**src/hw/rtl/lpq_pkg.sv**
```systemverilog
`default_nettype none
package lpq_pkg;
   localparam int Capacity = 64;
   localparam int IdxW = $clog2(Capacity + 1);
   localparam int AddrW = $clog2(Capacity);
   localparam logic [IdxW-1:0] NullIdx = IdxW'(Capacity);

   typedef enum logic [1:0] {
      FUNC_PUSH = 2'd0,
      FUNC_TOP  = 2'd1,
      FUNC_POP  = 2'd2,
      FUNC_NOP  = 2'd3
   } func_type;

   typedef enum logic [1:0] {
      ST_OK    = 2'd0,
      ST_EMPTY = 2'd1,
      ST_FULL  = 2'd2,
      ST_RSVD  = 2'd3
   } status_type;

   typedef enum logic [1:0] {
      REL_LE = 2'd0,
      REL_LT = 2'd1,
      REL_GE = 2'd2,
      REL_GT = 2'd3
   } rel_type;

   typedef struct packed {
      logic [1:0]  func;
      logic [31:0] elem;
      logic [31:0] prio;
   } req_type;

   typedef struct packed {
      logic [31:0]     elem;
      logic [31:0]     prio;
      logic [1:0]      status;
      logic [IdxW-1:0] count;
   } rsp_type;

   // Commands from the controller to the datapath.
   typedef struct packed {
      logic init_step;   // write one free-chain link during the reset sweep
      logic capture;     // latch the request and set up a memory read
      logic link_tail;   // point the current tail at the node being pushed
      logic push_write;  // commit a push
      logic read_best;   // issue read of the best node
      logic unlink_head; // pop of the head node
      logic walk_start;  // start the predecessor walk at the head
      logic walk_step;   // advance the walk
      logic unlink_mid;  // splice the predecessor past the best node
      logic free_best;   // return best node to free chain
      logic scan_start;
      logic scan_step;
      logic scan_done;
      logic rsp_load;
   } cmd_type;

   typedef struct packed {
      logic init_done;
      logic is_empty;
      logic is_full;
      logic best_is_head;
      logic walk_hit;    // link of current walk node equals the best node
      logic walk_end;    // current walk node is null or the step count has reached the capacity
      logic scan_end;
   } sts_type;

   function automatic logic rel_holds(input logic [1:0] mode,
                                      input logic signed [31:0] a,
                                      input logic signed [31:0] b);
      logic r;
      unique case (rel_type'(mode))
         REL_LE: r = (a <= b);
         REL_LT: r = (a < b);
         REL_GE: r = (a >= b);
         REL_GT: r = (a > b);
         default: r = 1'b0;
      endcase
      return r;
   endfunction
endpackage
`default_nettype wire

```
**src/hw/rtl/lpq_ctrl.sv**
```systemverilog
`default_nettype none
module lpq_ctrl (
   input  wire logic             clock,
   input  wire logic             reset,
   input  wire logic             req_valid,
   output      logic             req_ready,
   input  wire logic [1:0]       req_func,
   output      logic             rsp_valid,
   input  wire logic             rsp_ready,
   input  wire lpq_pkg::sts_type sts,
   output      lpq_pkg::cmd_type cmd
);
   typedef enum logic [13:0] {
      S_INIT   = 14'b00000000000001,
      S_IDLE   = 14'b00000000000010,
      S_DECODE = 14'b00000000000100,
      S_PUSH   = 14'b00000000001000,
      S_BWAIT  = 14'b00000000010000,
      S_BGOT   = 14'b00000000100000,
      S_UNLINK = 14'b00000001000000,
      S_WALK   = 14'b00000010000000,
      S_FREE   = 14'b00000100000000,
      S_SCAN   = 14'b00001000000000,
      S_SCANW  = 14'b00010000000000,
      S_LOAD   = 14'b00100000000000,
      S_RSP    = 14'b01000000000000,
      S_LINK   = 14'b10000000000000
   } state_type;

   state_type state_ff, state_in;
   logic [1:0] func_ff;
   logic       walk_wait_ff, walk_wait_in;

   always_comb begin
      state_in = state_ff;
      cmd = '0;
      walk_wait_in = 1'b0;
      req_ready = 1'b0;
      rsp_valid = 1'b0;
      unique case (state_ff)
         S_INIT: begin
            cmd.init_step = !sts.init_done;
            if (sts.init_done) state_in = S_IDLE;
         end
         S_IDLE: begin
            req_ready = 1'b1;
            if (req_valid) begin
               cmd.capture = 1'b1;
               state_in = S_DECODE;
            end
         end
         S_DECODE: begin
            // The best node is fetched for every operation: push compares against it.
            cmd.read_best = 1'b1;
            state_in = S_BWAIT;
         end
         S_BWAIT: state_in = S_BGOT;
         S_BGOT: begin
            priority if (func_ff == lpq_pkg::FUNC_PUSH) begin
               state_in = sts.is_full ? S_LOAD : S_LINK;
            end else if (func_ff == lpq_pkg::FUNC_POP && !sts.is_empty) begin
               if (sts.best_is_head) begin
                  state_in = S_UNLINK;
               end else begin
                  cmd.walk_start = 1'b1;
                  walk_wait_in = 1'b1;
                  state_in = S_WALK;
               end
            end else begin
               state_in = S_LOAD;
            end
         end
         S_LINK: begin
            cmd.link_tail = 1'b1;
            state_in = S_PUSH;
         end
         S_PUSH: begin
            cmd.push_write = 1'b1;
            state_in = S_LOAD;
         end
         S_UNLINK: begin
            cmd.unlink_head = 1'b1;
            state_in = S_FREE;
         end
         S_WALK: begin
            // Read data arrives in the cycle after its address.
            if (walk_wait_ff) begin
               walk_wait_in = 1'b0;
            end else if (sts.walk_end) begin
               state_in = S_FREE;
            end else if (sts.walk_hit) begin
               cmd.unlink_mid = 1'b1;
               state_in = S_FREE;
            end else begin
               cmd.walk_step = 1'b1;
               walk_wait_in = 1'b1;
            end
         end
         S_FREE: begin
            cmd.free_best = 1'b1;
            state_in = S_SCAN;
         end
         S_SCAN: begin
            cmd.scan_start = 1'b1;
            state_in = S_SCANW;
            walk_wait_in = 1'b1;
         end
         S_SCANW: begin
            if (walk_wait_ff) begin
               walk_wait_in = 1'b0;
            end else if (sts.scan_end) begin
               cmd.scan_done = 1'b1;
               state_in = S_LOAD;
            end else begin
               cmd.scan_step = 1'b1;
               walk_wait_in = 1'b1;
            end
         end
         S_LOAD: begin
            cmd.rsp_load = 1'b1;
            state_in = S_RSP;
         end
         S_RSP: begin
            rsp_valid = 1'b1;
            if (rsp_ready) state_in = S_IDLE;
         end
         default: state_in = S_INIT;
      endcase
   end

   always_ff @(posedge clock) begin
      if (reset) begin
         state_ff <= S_INIT;
         walk_wait_ff <= 1'b0;
         func_ff <= '0;
      end else begin
         state_ff <= state_in;
         walk_wait_ff <= walk_wait_in;
         if (cmd.capture) func_ff <= req_func;
      end
   end

   a_onehot: assert property (@(posedge clock) disable iff (reset) $onehot(state_ff))
      else $error("state not one-hot");
   a_rsp_then_idle: assert property (@(posedge clock) disable iff (reset)
      (rsp_valid && rsp_ready) |=> state_ff == S_IDLE) else $error("no return to idle");
   a_no_overlap: assert property (@(posedge clock) disable iff (reset)
      !(req_ready && rsp_valid)) else $error("request taken while response pending");
endmodule
`default_nettype wire
```
**config.mk**
```make
export PLATFORM = sky130hd
export DESIGN_NAME = lpq_ctrl
export DESIGN_NICKNAME = d
export VERILOG_FILES = /design/src/hw/rtl/lpq_pkg.sv /design/src/hw/rtl/lpq_ctrl.sv
export SDC_FILE = /design/constraint.sdc
export NUM_CORES = 1
export LEC_CHECK = 0
export BUFFER_PORTS_ARGS = -buffer_cell sky130_fd_sc_hd__buf_2
export CAP_MARGIN = 20
export CORE_ASPECT_RATIO = 0.7
export CORE_MARGIN = 2
export CORE_UTILIZATION = 47
export DETAILED_ROUTE_END_ITERATION = 10
export PLACE_DENSITY = 0.79
export REMOVE_ABC_BUFFERS = 1
export SLEW_MARGIN = 20
export SYNTH_ARGS = -nofsm -noshare
export SYNTH_HDL_FRONTEND = slang
export SYNTH_SLANG_ARGS = --single-unit
```
**constraint.sdc**
```tcl
create_clock -name clock -period 5.74 [get_ports clock]
set_input_delay 0.287 -clock clock [delete_from_list [all_inputs] [get_ports clock]]
set_output_delay 0.287 -clock clock [all_outputs]
set_load 0.02 [all_outputs]
```
# After elaboration in Yosys (flattened, before gate mapping)
# Cells that the tools add are included.
[word_totals]
regBits = 17
inputBits = 13
output_inout_bits = 16
[classes]
eq_ne = 22
muxes = 42
n_reduce_logical = 5
[ops]
columns = ["op", "count"]
rows = [
  ["$pmux W14 S14", 1],
  ["$mux W14", 10],
  ["$mux W1", 23],
  ["$eq A14 B1 Y1 const B", 1],
  ["$eq A14 B10 Y1 const B", 1],
  ["$eq A14 B11 Y1 const B", 1],
  ["$eq A14 B12 Y1 const B", 1],
  ["$eq A14 B13 Y1 const B", 1],
  ["$eq A14 B14 Y1 const B", 1],
  ["$eq A14 B2 Y1 const B", 1],
  ["$eq A14 B3 Y1 const B", 1],
  ["$eq A14 B4 Y1 const B", 1],
  ["$eq A14 B5 Y1 const B", 1],
  ["$eq A14 B6 Y1 const B", 1],
  ["$eq A14 B7 Y1 const B", 1],
  ["$eq A14 B8 Y1 const B", 1],
  ["$eq A14 B9 Y1 const B", 1],
  ["$mux W12", 1],
  ["$ne A2 B2 Y1 const B", 6],
  ["$mux W2", 5],
  ["$mux W8", 1],
  ["$reduce_and A7 Y1", 1],
  ["$pmux W1 S4", 1],
  ["$ne A3 B3 Y1 const B", 1],
  ["other kinds (4)", 5],
]

# Longest topological paths before layout
[depth]
word_depth = 5
mapped_depth = 7
depth_no_buf = 5

# Least setup slack after synthesis
# OpenSTA, ideal clock, no wires.
[synth_timing]
path_type = "reg2reg"
startpoint = "register state_ff[13]"
endpoint = "register state_ff[11]"
setup_ns = 0.088
arrival_ns = 2.176
required_ns = 5.652
setup_slack_ns = 3.476
path_stages_with_launch = 6
path_buffers = 0
cell_sequence = "dfxtp_1 > nor4_4 > nand4b_1 > nor4b_1 > nor2_1 > nor4_2"
[synth_via]
elab_chain_len = 3
[synth_lines]
columns = ["element", "line_no", "rtl"]
rows = [
  ["start, declared", "lpq_ctrl.sv:30", "state_type state_ff, state_in;"],
  ["start signal, assigned", "lpq_ctrl.sv:137", "state_ff <= state_in;"],
  ["$eq A14 B8 Y1, or another cell as far along", "lpq_ctrl.sv:40", "unique case (state_ff)"],
  ["$ne A3 B3 Y1 (no source line) or $ne A2 B2 Y1 (tied branches)", "--", ""],
  ["$reduce_and A7 Y1 (no source line)", "--", ""],
]
# Parallel ways exist; a longest one is shown, timed or not.
# A chain may end at the register's enable or synchronous reset.

==> results.md <==
- Status: completed
- Critical path capture point type: output port
- Clk Latency, worst-skew pair: roughly 0.29 ns
- Via count: about 1200
- Area grow syn2layout: 14.80%
- Core Box Area: 2421 um2
- Post-route minimum period: roughly 2.6 ns
- Pwr Density: 269.0 nW/um2
- DR pass1 iterations: 4
- Fillers: 228
- Sw Ratio: between 40 and 50%
- Hold slack: between 0.15 and 0.2 ns
- Share of post-route cells with drive strength above 1: 31.65%
- Die Ht: between 40 and 50 um
- Distinct cells, synth: 50
- Clock network fraction of total power: between 10% and 20%
- Setup Crit Path Kind: register to output port
- Crit-path cells: nor4_4 -> nand3_2 -> nor4_2 -> buf_2
- DP HPWL: between 2 and 2.5 mm
- Largest net degree at the start of global routing: 16
- # setup viols final: 0
- Die ar.: slightly below 3000 um2
- Routed len/inst: about 15 um
- #FFs+latches synth: 17
- Placed Area: approximately 1300 um2
- Top post-synthesis cells by area: dfxtp_1 29%, nor3_1 4.3%, nor4_2 4.3%, nor4_4 3.6%, nor4_1 3.2%
- Post-Syn Area: around 1200 um2
- Antenna Diode Count: 0
- CP max stage cell: nor4_4
- Vias in the first global route: 1009
- Net Switching: about 0.00015 W
- Lkg Pwr: 0.5267 nW
- Synth Instances: between 100 and 150
- Max-cap violation count: 0
- Worst IR drop on VDD: between 0.1 and 0.15 mV
- Seq/Total Area, Yosys: 28.97%
- Most frequent cells in the layout: 28 x buf_2, 17 x dfxtp_1, 10 x nor3_1
- Row cnt: 15
- Commonest non-fill, non-tap cell in the layout: buf_2
- Rel. slew slack: between 60 and 70%
- WL final: 2.916 mm
- Pre-CTS setup slack: 3.538 ns
- Syn Area/Cell: between 8 and 9 um2
- Worst Skew: ~0.0062 ns
- Port Buf Inserts: 28
- Seq pwr share: 40.2%
- Iteration-0 DRC count of the detailed router: 74
- First-pass GRT wire length: about 4.9 mm
- Yosys top cell area share: 28.97%
- CTS clk-pin slew, worst paths: roughly 0.1 ns
- Design Area, Final: 1349 um2
- CTS max path bufs: 2
- Worst-path fanout max: 10
- Post-synth ARST share: 0%
- Fin. Hold Viols: 0
- CP Launch Type: register
- Vias per cell: just over 6
- Setup TNS: 0 ns
- Post-CTS setup buffers: 0
- Post-CTS Hold Buffers: 0
- Routability-driven placement congestion ratio: a little under 0.9
- Worst Path Arrival: 2.27 ns
- Antenna violations before repair: 0
- Num CTS Buffers: 3
- # IOs: 29
- Die width: roughly 64 um
- Delay-heaviest family, CP: simple AND/OR/NAND/NOR gates
- Top_reg_cell synth: dfxtp_1
- Clock Sink Count: 17
- Yosys warning count: 0
- Hold WC Path Type: input port to register
- CTS H-tree lvls: 1
- Post-route setup slack: between 3 and 4 ns
- Clock root buffer: clkbuf_4
- Final ANT Viol Nets: 0
- RSZ-0062 raised after global routing: no
- PostCTS Resize Cnt: 0
- Worst Path Required: around 5.5 ns
- EDFF count, synth: 0
- Max Fclk: 391.1 MHz
- Residual DRC: 0
- Pint: between 0.0002 and 0.00025 W
- CTS tree: done
- GRT Total Usage: between 20% and 30%
- Initial Utilization: around half
- Total gr overflow: 0
- Slew Limit Fails: 0
- Worst path bufs/invs: 1
- Worst-margin pin slew: about 0.57 ns
- CP peak stage delay: about 0.55 ns
- Combinational share of power: 42.0%
- Final period util: 44.54%
- Nets: about 170
- Cell taking the most area after synthesis: dfxtp_1
==> metal layers <==
metal	global-route usage (%)	wire length, um
met1	30.45	1455
met2	34.95	1230
met3	4.950	216
met4	3.913	13
met5	0	0
==> synth_stat cells (all sizes together), types with 3 or more instances <==
| master | instances |
|---|---|
| dfxtp | 17 |
| nor4 | 12 |
| nor3 | 11 |
| nor2 | 8 |
| nand2 | 5 |
| nor2b | 5 |
| or3 | 5 |
| buf | 4 |
| nand3 | 4 |
| a21oi | 3 |
| inv | 3 |
| nand2b | 3 |
| nand4 | 3 |
| nor3b | 3 |
| nor4b | 3 |
| o21ai | 3 |
| or3b | 3 |
| or4 | 3 |
| or4b | 3 |
| xor2 | 3 |
==> final cells by class <==
| type | count | area [um2] | area share [%] |
|---|---|---|---|
| multi-input cells | 106 | 787.0 | 58.35 |
| flip-flops and latches | 17 | 340.3 | 25.23 |
| clock buffers | 3 | 22.52 | 1.670 |
| clock inverters | 1 | 5.005 | 0.3711 |
| well taps | 34 | 42.54 | 3.154 |
| inverters | 3 | 11.26 | 0.8349 |
| repair buffers | 28 | 140.1 | 10.39 |
==> worst paths after layout <==
check                           start                         to  slack [ns]  cells after the start
max          state_ff[1]$_SDFFE_PP0P_                     cmd[7]        3.18                      4
min                            sts[4]  state_ff[13]$_SDFFE_PP0P_        0.18                      2
max reg2reg  state_ff[1]$_SDFFE_PP0P_   state_ff[0]$_SDFFE_PP1P_        3.57                      5
min reg2reg   func_ff[1]$_SDFFE_PP0P_    func_ff[1]$_SDFFE_PP0P_        0.53                      2
==> worst register-to-register path, delay by kind of cell (launching register included) <==
family          cells  cell delay [ns]
simple gates        3             1.19
flops               1             0.42
compound gates      2             0.46
==> power by group through the flow <==
stage	clock, W	combinational (W)	sequential [W]
2_1_floorplan	0	0.000114	0.000144
3_3_place_gp	0	0.000145	0.000147
3_5_place_dp	0	0.000148	0.000148
4_1_cts	0.0000674	0.000149	0.000146
5_1_grt	0.0000721	0.000166	0.000148
6_report	0.0000646	0.000152	0.000146
==> through the flow <==
| step | std cells | utilization, % | total power (W) |
|---|---|---|---|
| after floorplan | 126 | - | 0.0002582 |
| after global placement | 188 | 54.57 | 0.0002918 |
| after detailed placement | 188 | 54.57 | 0.0002968 |
| after CTS | 192 | 55.71 | 0.0003627 |
| after global routing | 192 | 55.71 | 0.0003863 |
| final | 192 | 55.71 | 0.0003628 |
==> registers in the layout, indices dropped and copies added (netlist names) <==
register      flops
func_ff           2
state_ff         14
walk_wait_ff      1
==> cells by family after synthesis <==
kind of cell	synth area share [%]
flops	28.97
xor+xnor	3.728
mux	0.8520
buf+inv	4.047
compound gates	11.61
simple gates	50.80
(Power assumes the default switching activity.)
